[src/design/pcbp_pkg.sv]
// ----------------------------------------------------------------------------
// pcbp_pkg: shared types and constants of the prefix code bit packer
// Opcodes, fixed field widths and the control word passed from the table
// stage to the packing stage.
// ----------------------------------------------------------------------------
package pcbp_pkg;

   localparam int MAX_CODE_LEN_DEF = 32;
   localparam int SYM_W            = 8;
   localparam int WORD_W           = 32;
   localparam int IN_LEN_W         = 6;
   localparam int BYTE_W           = 8;
   localparam int PAD_W            = 4;

   typedef enum logic [1:0] {
      OP_LOAD   = 2'd0,
      OP_ENCODE = 2'd1,
      OP_FLUSH  = 2'd2
   } pcbp_op_type;

   typedef struct packed {
      logic valid;
      logic flush;
   } pcbp_stage_type;

endpackage

[src/design/pcbp_pack.sv]
// ----------------------------------------------------------------------------
// pcbp_pack: bit accumulator and word output
// Appends code bits to the accumulator, sends one completed byte per cycle,
// pads the partial byte on flush and sends the padding count.
// ----------------------------------------------------------------------------
module pcbp_pack
   import pcbp_pkg::*;
#(
   parameter int CODE_W = WORD_W,
   parameter int LEN_W  = IN_LEN_W
) (
   input  logic               clock,
   input  logic               reset,
   input  pcbp_stage_type     stage,
   input  logic [CODE_W-1:0]  code_word,
   input  logic [LEN_W-1:0]   code_len,
   output logic               take,
   output logic               rsp_strobe,
   output logic [BYTE_W-1:0]  rsp_out_byte,
   output logic               rsp_is_padding_count,
   output logic               rsp_last
);

   localparam int BUF_W = CODE_W + 7;
   localparam int CNT_W = $clog2(CODE_W + 16);
   localparam logic [CNT_W-1:0] ONE_BYTE = CNT_W'(BYTE_W);
   localparam logic [CNT_W-1:0] TWO_BYTE = CNT_W'(2 * BYTE_W);

   logic [BUF_W-1:0]  buf_ff, buf_in;
   logic [CNT_W-1:0]  cnt_ff, cnt_in;
   logic              pad_pend_ff, pad_pend_in;
   logic [PAD_W-1:0]  pad_ff, pad_in;
   logic              strobe_ff, strobe_in;
   logic [BYTE_W-1:0] byte_ff, byte_in;
   logic              padflag_ff, padflag_in;
   logic              last_ff, last_in;
   logic              have_byte;
   logic [PAD_W-1:0]  pad_now;
   logic [BUF_W-1:0]  shifted;

   assign have_byte = cnt_ff >= ONE_BYTE;
   assign pad_now   = PAD_W'(BYTE_W) - {1'b0, cnt_ff[2:0]};
   assign shifted   = buf_ff >> (cnt_ff - ONE_BYTE);
   assign take      = stage.valid && !pad_pend_ff
                      && (stage.flush ? (cnt_ff < ONE_BYTE) : (cnt_ff < TWO_BYTE));

   always_comb begin
      buf_in      = buf_ff;
      cnt_in      = cnt_ff;
      pad_pend_in = pad_pend_ff;
      pad_in      = pad_ff;
      strobe_in   = 1'b0;
      byte_in     = byte_ff;
      padflag_in  = 1'b0;
      last_in     = 1'b0;
      if (pad_pend_ff) begin
         strobe_in   = 1'b1;
         byte_in     = BYTE_W'(pad_ff);
         padflag_in  = 1'b1;
         last_in     = 1'b1;
         pad_pend_in = 1'b0;
      end else if (have_byte) begin
         strobe_in = 1'b1;
         byte_in   = shifted[BYTE_W-1:0];
         last_in   = cnt_ff < TWO_BYTE;
         cnt_in    = cnt_ff - ONE_BYTE;
      end
      if (take && !stage.flush) begin
         buf_in = (buf_ff << code_len) | BUF_W'(code_word);
         cnt_in = cnt_in + CNT_W'(code_len);
      end
      if (take && stage.flush) begin
         strobe_in = 1'b1;
         cnt_in    = '0;
         if (cnt_ff[2:0] != 3'd0) begin
            byte_in     = BYTE_W'(buf_ff[BYTE_W-1:0] << pad_now);
            pad_pend_in = 1'b1;
            pad_in      = pad_now;
         end else begin
            byte_in    = BYTE_W'(pad_now);
            padflag_in = 1'b1;
            last_in    = 1'b1;
         end
      end
   end

   always_ff @(posedge clock) begin
      if (reset) begin
         cnt_ff      <= '0;
         pad_pend_ff <= 1'b0;
         strobe_ff   <= 1'b0;
      end else begin
         cnt_ff      <= cnt_in;
         pad_pend_ff <= pad_pend_in;
         strobe_ff   <= strobe_in;
      end
   end

   always_ff @(posedge clock) begin
      buf_ff     <= buf_in;
      pad_ff     <= pad_in;
      byte_ff    <= byte_in;
      padflag_ff <= padflag_in;
      last_ff    <= last_in;
   end

   assign rsp_strobe           = strobe_ff;
   assign rsp_out_byte         = byte_ff;
   assign rsp_is_padding_count = padflag_ff;
   assign rsp_last             = last_ff;

endmodule

[config.mk]
export PLATFORM = sky130hd
export DESIGN_NAME = pcbp_pack
export DESIGN_NICKNAME = d
export VERILOG_FILES = /design/src/design/pcbp_pkg.sv /design/src/design/pcbp_pack.sv
export SDC_FILE = /design/constraint.sdc
export NUM_CORES = 1
export LEC_CHECK = 0
export ABC_AREA = 1
export ABC_CLOCK_PERIOD_IN_PS = 5100
export BUFFER_PORTS_ARGS = -buffer_cell sky130_fd_sc_hd__clkbuf_2
export CAP_MARGIN = 20
export CORE_MARGIN = 1
export CORE_UTILIZATION = 45
export DETAILED_ROUTE_END_ITERATION = 8
export SLEW_MARGIN = 20
export SYNTH_ARGS = -nofsm -noshare
export SYNTH_HDL_FRONTEND = slang
export SYNTH_SLANG_ARGS = --single-unit
[constraint.sdc]
create_clock -name clock -period 5.1 [get_ports clock]
set_input_delay 0.51 -clock clock [delete_from_list [all_inputs] [get_ports clock]]
set_output_delay 0.51 -clock clock [all_outputs]
set_load 0.005 [all_outputs]
==> results of run 1 <==
[cell usage after synthesis, types with 12 or more instances]
cell type / n
or2_1: 12
o211ai_1: 28
nand2_1: 371
o21ai_0: 40
buf_2: 28
clkbuf_1: 12
o21ai_1: 20
a21oi_1: 23
nand3_1: 224
inv_1: 49
edfxtp_1: 51
nor2_1: 32
[per-stage QoR]
step | cell area, um2 | worst slack (ns)
finish | 6950 | 1.86
global route | 6950 | 1.58
CTS | 6950 | 1.85
detailed placement | 6650 | 1.87
global placement | 6650 | 1.84
floorplan | 6440 | 2.72
[final cells by class]
cell class	count	area (um2)
clock buffers	14	285
well taps	180	225
flip-flops and latches	61	1730
inverters	58	220
fillers	1492	6980
clock inverters	2	13.8
multi-input cells	846	4150
repair buffers	61	325
[worst paths after layout]
check / from / endpoint / slack, ns / depth (start not counted)
min reg2reg: cnt_ff[4] / rsp_last / 0.55 / 3
max: cnt_ff[3] / cnt_ff[5] / 1.86 / 14
min: reset / rsp_strobe / 0.35 / 2
max reg2reg: cnt_ff[3] / cnt_ff[5] / 1.86 / 14
[cells by family (layout without fill, tap and decap cells)]
family	count (synthesis)	count (layout)	share of synthesized area (%)
xor+xnor	4	4	0.544
buf+inv	116	135	8.69
mux	8	8	1.24
fa+ha+maj	11	11	2.25
flops	61	61	26.9
simple gates	669	669	45.2
compound gates	154	154	15.2
[worst max-delay path, cell delays in order, from the launching register on]
cell and delay, ns:
dfxtp_1 0.59, clkinv_1 0.41, ha_1 0.52, inv_1 0.29, nand3_1 0.12, o21ai_1 0.16
ha_1 0.30, nand2_1 0.07, inv_1 0.05, nand2_1 0.06, nand3_1 0.08, o21ai_0 0.27
nand2_1 0.09, nand2_1 0.06, nor2_1 0.03
[state kept, by name, summed over array words and instances (netlist names)]
name / count
rsp_out_byte: 8
rsp_strobe: 1
buf_ff: 39
rsp_is_padding_count: 1
cnt_ff: 6
rsp_last: 1
pad_pend_ff: 1
pad_ff: 4
[power groups by stage]
stage / registers (W) / clock network (W) / logic, W
floorplan: 0.000768 / 0 / 0.00128
global placement: 0.000826 / 0 / 0.00169
detailed placement: 0.000826 / 0 / 0.00168
CTS: 0.000815 / 0.000631 / 0.00169
global route: 0.000830 / 0.000649 / 0.00193
finish: 0.000819 / 0.000628 / 0.00170
[metal layers]
layer / up-vias / part of all wire, % / track usage, % / wire [um]
met3: 81 / 7.2 / 6.37 / 1660
met4: 0 / 5.2 / 19.8 / 1200
met1: 3341 / 41 / 40.5 / 9480
met2: 343 / 46 / 51.3 / 10700
met5: - / 0 / 0 / 0
li1: 3517 / - / - / -
==> impl_metrics.ini, run 1 <==
[placed_design]
globalplace.congestion = 0.902
dpl.cell_count = 1206
dpl.hpwl_um = 17100
port_buffers = 53

[clock_network]
clock_latency_ns = 0.35
cts_resized = 0
hold_buffers = 0
clk_path_buf_depth = 2
cts_sinks = 61
cts.clk_slew.worst_paths_ns = 0.06
cts_tree = yes
numCtsBuffers = 9
cts_root_buf = clkbuf_16
htree_levels = 3
cts_setup_buffers = 0

[worst_setup_path]
endpoint_kind = register
cp.required_ns = 5.35
path_class = register to register
crit_fanout = 10
start_kind = register
arrival_ns = 3.49

[min_path]
hold_class = input port to register

[global_route]
overflow = 0
grt_pass1_wl_um = 35700
grt_pass1_vias = 6675
grt_max_degree = 48
antenna_found_initial = 0
track_usage_pct = 32.4

[sta]
finClkSkew_ns = 0.00639
slew_headroom_pct = 32.3
holdWs_ns = 0.346
rsz0062_at_grt = false
hold_violations = 0
worst_pin_slew_ns = 1.01
clock.fmax_mhz = 309
slew_violations = 0
setup_violations = 0
fin_crit_ns = 3.24
setup-tns-final_ns = 0
timing.final.crit_share_pct = 63.5

[layout]
fin_util_pct = 49.9
diodes = 0
drive_gt1_share_pct = 10.9
layout.cells.non_filler = 1222
area_growth_pct = 7.97
layout_commonest_cell = nand2_1
nets = 1090
layout_common_cells = 371 x nand2_1, 224 x nand3_1, 53 x clkbuf_2

[power_and_ir_drop]
p_int_w = 0.00163
power.density_nw_per_um2 = 453
p_leak_nw = 3.25
combPwrFrac_pct = 54.1
p_clk_share_pct = 19.9
design_power_total_w = 0.00315
p_sw_share_pct = 48.3
pwr-share-seq_pct = 26.0
switching_power_w = 0.00152
ir_worst_vdd_v = 0.000195

[drt]
vias = 7282
post_drt_wl_per_cell_um = 18.8
drc = 0
vias_per_cell = 5.96
final_antenna_net_count = 0
firstDrtPassIters = 6
drt-initial-drc-count = 911
postRouteWirelength_um = 23000

[floorplan]
die_y_um = 122
dieArea_um2 = 14800
die_w_um = 122
row_count = 43
start_util_pct = 46.2
core-area_um2 = 13900
ioPinCount = 54

[yosys]
synth_top_area_cell = edfxtp_1
syn-cell-area_um2 = 6440
avgSynthCellArea_um2 = 6.29
synth_cells = 1023
synth-edff-count = 51
synthArstFlopShare_pct = 0
mappedNetlistNets = 1076
synth.area.top_cells = edfxtp_1 24%, nand2_1 22%, nand3_1 17%
yosysUniqueCellTypes = 45
synth_top_cell_area_share_pct = 23.8
ys_seq_area_share_pct = 26.9
ys_seq_elements = 61
yosysWarningCount = 0
ys.flop_type = edfxtp_1

[flow_run]
maxCapViolCount = 0

[status]
status = completed
(Power assumes the default switching activity.)
==> inputs of run 2 (changes only) <==
ABC_AREA = 0   (was 1)
ABC_CLOCK_PERIOD_IN_PS = 2900   (was 5100)
PLACE_DENSITY = 0.65   (was default)
clock period = 2.9 ns   (was 5.1 ns; I/O delays follow)
==> impl_metrics.ini, run 2 <==
[yosys]
synth-adder-area-share_pct = 2.17
synth_compound_area_share_pct = 15.8
synth_most_common_cell = mux4_2
synth_top_family_by_area = multiplexers
ys.flop_type = edfxtp_1
synth-simple-area-share_pct = 11.3
synth.area.top_cells = edfxtp_1 23%, mux4_2 21%, mux2i_1 8.4%
avgSynthCellArea_um2 = 10.8
synth_top_cell_area_share_pct = 22.9
mappedNetlistNets = 672
ys_top_cells_by_count = 63 x mux4_2, 60 x nand2_1, 56 x mux2i_1
synth-edff-count = 51
synth_xor_area_share_pct = 0.393
synth_top_area_cell = edfxtp_1
syn-cell-area_um2 = 6680
yosysUniqueCellTypes = 66
ys_seq_area_share_pct = 25.9
yosysWarningCount = 0
synthMuxAreaShare_pct = 38.2
synth_cells = 619
ys_seq_elements = 61
synthArstFlopShare_pct = 0

[min_path]
hold_class = input port to register

[worst_setup_path]
max_stage_delay_ns = 0.62
slowest_stage = mux4_1
cp_top_family = compound AO/OA/AOI/OAI gates
endpoint_kind = register
arrival_ns = 2.66
start_kind = register
path_class = register to register
crit_top_cell = buf_4
cp.required_ns = 2.96
path_cells = buf_4 -> buf_4 -> mux4_1 -> a22oi_1 -> o211ai_1 -> o21ai_0 -> o311ai_1
crit_buf_inv = 2
crit_fanout = 26

[power_and_ir_drop]
combPwrFrac_pct = 51.2
pwr-share-seq_pct = 29.1
switching_power_w = 0.00200
ir_worst_vdd_v = 0.000341
p_leak_nw = 2.77
power.density_nw_per_um2 = 669
p_clk_share_pct = 19.7
p_int_w = 0.00292
p_sw_share_pct = 40.7

[sta]
slew_headroom_pct = 57.7
rsz0062_at_grt = false
timing.final.crit_share_pct = 89.7
hold_violations = 0
clock.fmax_mhz = 384
setup_ws_ns = 0.298
slew_violations = 0
setup_violations = 0
fin_crit_ns = 2.60
setup-tns-final_ns = 0
worst_pin_slew_ns = 0.626
finClkSkew_ns = 0.0121

[drt]
drt-initial-drc-count = 626
post_drt_wl_per_cell_um = 24.1
final_antenna_net_count = 0
postRouteWirelength_um = 20300
vias_per_cell = 6.86
firstDrtPassIters = 6
vias = 5782
drc = 0

[layout]
fin_util_pct = 50.6
drive_gt1_share_pct = 30.7
stdcell_area_um2 = 7350
layout_commonest_cell = mux4_2
largest-register = buf_ff
nets = 707
nFillCells = 1346
largest_register_ffs = 39
area_growth_pct = 10.0
diodes = 0
layout_common_cells = 63 x mux4_2, 60 x nand2_1, 56 x mux2i_1

[clock_network]
cts_root_buf = clkbuf_16
cts_setup_buffers = 0
clock_latency_ns = 0.35
cts_tree = yes
numCtsBuffers = 9
cts.clk_slew.worst_paths_ns = 0.06
htree_levels = 3
hold_buffers = 0
cts_sinks = 61
cts_resized = 0
clk_path_buf_depth = 2

[floorplan]
row_count = 44
dieArea_um2 = 15300
start_util_pct = 46.0
die_y_um = 124
core-area_um2 = 14500
die_w_um = 124
ioPinCount = 54

[status]
status = completed

[global_route]
grt_max_degree = 48
grt_pass1_wl_um = 31300
overflow = 0
grt_pass1_vias = 5490
track_usage_pct = 28.0
antenna_found_initial = 0

[placed_design]
placed_area_um2 = 7090
dp_slack_ns = 0.346
port_buffers = 53
globalplace.congestion = 0.946
dpl.hpwl_um = 15200

[flow_run]
maxCapViolCount = 0
run 2: cell types whose count changed in the layout (fill, tap and decap cells not counted), sizes merged, moves of 10 or more:
| cell | change |
|---|---|
| buf | +19 |
| inv | -41 |
| mux2 | +30 |
| mux2i | +48 |
| mux4 | +72 |
| nand2 | -318 |
| nand3 | -211 |
| nor3 | +10 |
| o211ai | -24 |
| o21ai | -40 |
| or2 | -10 |
run 2: final cells by class:
type	instances	area (um2)	share of cell area, %
inverters	17	63.8	0.868
flip-flops and latches	61	1730	23.6
multi-input cells	485	4540	61.8
clock inverters	6	30.0	0.409
repair buffers	80	518	7.05
well taps	184	230	3.13
clock buffers	10	229	3.12
run 2: path summary, 6_finish.rpt:
path / startpoint / to / slack (ns) / cells after the start
setup / recovery: cnt_ff[0] / rsp_out_byte[0] / 0.30 / 7
setup reg to reg: cnt_ff[0] / rsp_out_byte[0] / 0.30 / 7
hold reg to reg: cnt_ff[1] / cnt_ff[1] / 0.57 / 2
hold / removal: code_word[6] / buf_ff[6] / 0.19 / 2
run 2: power groups by stage:
stage / clock, W / sequential [W] / combinational [W]
finish: 0.000971 / 0.00143 / 0.00252
CTS: 0.000972 / 0.00142 / 0.00249
floorplan: 0 / 0.00135 / 0.00189
global placement: 0 / 0.00144 / 0.00244
global route: 0.00101 / 0.00146 / 0.00274
detailed placement: 0 / 0.00144 / 0.00248
run 2: through the flow:
step                      power, W  std cells  hold slack (ns)
after floorplan            0.00324        619            0.359
after global placement     0.00387        827            0.535
after detailed placement   0.00392        827            0.545
after CTS                  0.00488        843            0.185
after global routing       0.00522        843            0.201
final                      0.00492        843            0.191
run 2: cells by family (layout without fill, tap and decap cells):
group           count (synthesis)  after routing
mux                           158            158
flops                          61             61
simple gates                  160            160
buf+inv                        73            113
fa+ha+maj                      11             11
compound gates                153            153
xor+xnor                        3              3
run 2: routing by layer:
layer / vias up / global-route usage, % / share of wire [%]
met5: - / 0 / 0
li1: 2566 / - / -
met1: 2814 / 36.3 / 40
met4: 0 / 13.7 / 4.4
met2: 342 / 44.5 / 48
met3: 60 / 5.77 / 8.3
==> inputs of run 3 (changes only) <==
CORE_ASPECT_RATIO = 0.6   (was default)
CORE_UTILIZATION = 41   (was 45)
PLACE_DENSITY = default   (was 0.65)
==> impl_metrics.ini, run 3 (synthesis gave the netlist of run 2 again) <==
[worst_setup_path]
max_stage_delay_ns = 0.46
path_class = register to register
endpoint_kind = register
start_kind = register
arrival_ns = 2.67
path_cells = clkinv_1 -> ha_1 -> buf_4 -> nor3_1 -> a22oi_1 -> o21ai_0 -> o21ai_0 -> o211ai_1
crit_buf_inv = 2
slowest_stage = dfxtp_1
cp.required_ns = 2.96
crit_fanout = 18
crit_top_cell = o21ai_0
cp_top_family = compound AO/OA/AOI/OAI gates

[clock_network]
clk_path_buf_depth = 2
cts_resized = 0
numCtsBuffers = 9
cts_sinks = 61
htree_levels = 3
cts_tree = yes
clock_latency_ns = 0.34
cts_setup_buffers = 0
cts_root_buf = clkbuf_16
cts.clk_slew.worst_paths_ns = 0.05
hold_buffers = 0

[layout]
layout_common_cells = 63 x mux4_2, 60 x nand2_1, 56 x mux2i_1
largest-register = buf_ff
multi_input_area_um2 = 4550
area_growth_pct = 10.1
ff_latch_area_um2 = 1730
layout_commonest_cell = mux4_2
diodes = 0
drive_gt1_share_pct = 30.4
layout.cells.non_filler = 860
nets = 705
largest_register_ffs = 39
nFillCells = 1406

[floorplan]
row_count = 35
die_y_um = 101
ioPinCount = 54
core-area_um2 = 15600
dieArea_um2 = 16800
start_util_pct = 42.7
die_w_um = 167

[status]
status = completed

[sta]
fin_crit_ns = 2.61
timing.final.crit_share_pct = 90.0
hold_violations = 0
finClkSkew_ns = 0.0105
rsz0062_at_grt = false
slew_headroom_pct = 45.4
slew_violations = 0
setup_violations = 0
clock.fmax_mhz = 383
worst_pin_slew_ns = 0.816
setup-tns-final_ns = 0

[drt]
vias_per_cell = 6.91
drc = 0
final_antenna_net_count = 0
vias = 5941
post_drt_wl_per_cell_um = 25.7
postRouteWirelength_um = 22100
drt-initial-drc-count = 742
firstDrtPassIters = 6

[flow_run]
maxCapViolCount = 0

[global_route]
grt_max_degree = 49
antenna_found_initial = 0
grt_pass1_wl_um = 34400
track_usage_pct = 27.4
overflow = 0
grt_pass1_vias = 5611

[placed_design]
dpl.hpwl_um = 16400
globalplace.congestion = 0.955
dpl.cell_count = 844
port_buffers = 53

[min_path]
hold_class = input port to register

[power_and_ir_drop]
power.density_nw_per_um2 = 690
p_leak_nw = 2.76
ir_worst_vdd_v = 0.000507
## run 3: per-stage QoR
| step | total power [W] | hold slack (ns) | setup WS (ns) | instance area (um2) | utilization [%] |
|---|---|---|---|---|---|
| final | 0.00507 | 0.201 | 0.291 | 7360 | 47.1 |
| after global routing | 0.00537 | 0.195 | 0.147 | 7360 | 47.1 |
| after CTS | 0.00501 | 0.192 | 0.361 | 7360 | 47.1 |
| after detailed placement | 0.00402 | 0.510 | 0.346 | 7100 | 45.4 |
| after global placement | 0.00398 | 0.503 | 0.298 | 7100 | 45.4 |
| after floorplan | 0.00324 | 0.359 | 0.0906 | 6690 | - |
## run 3: routing by layer
metal  share of wire (%)  up-vias  track usage, %  wire, um
li1                    -     2555               -         -
met1                  46     2926            41.4     10100
met4                 1.1        0            4.34       238
met2                  38      428            36.0      8360
met3                  15       32            11.7      3350
met5                   0        -               0         0
## run 3: area by class of cell
type,count,area share [%]
clock buffers,12,3.21
clock inverters,4,0.255
inverters,17,0.867
multi-input cells,485,61.8
flip-flops and latches,61,23.6
well taps,203,3.45
repair buffers,78,6.84
## run 3: power breakdown
group / internal, W / switching [W] / leakage (nW)
Sequential: 0.00122 / 0.000219 / 0.562
Clock: 0.000572 / 0.000411 / 0.128
Combinational: 0.00114 / 0.00151 / 2.07
Total: 0.00293 / 0.00214 / 2.76
## run 3: worst reg2reg max path, stage by stage, from the launching register on
cell and delay [ns]:
dfxtp_1 0.46, clkinv_1 0.15, ha_1 0.35, buf_4 0.26, nor3_1 0.13, a22oi_1 0.30
o21ai_0 0.17, o21ai_0 0.36, o211ai_1 0.15
## run 3: worst paths after layout
kind | from | cells past startpoint | slack, ns | to
worst min-delay path | code_word[13] | 2 | 0.20 | buf_ff[13]
worst max register to register | cnt_ff[3] | 8 | 0.29 | rsp_out_byte[3]
worst max-delay path | cnt_ff[3] | 8 | 0.29 | rsp_out_byte[3]
worst min register to register | cnt_ff[0] | 2 | 0.51 | cnt_ff[0]
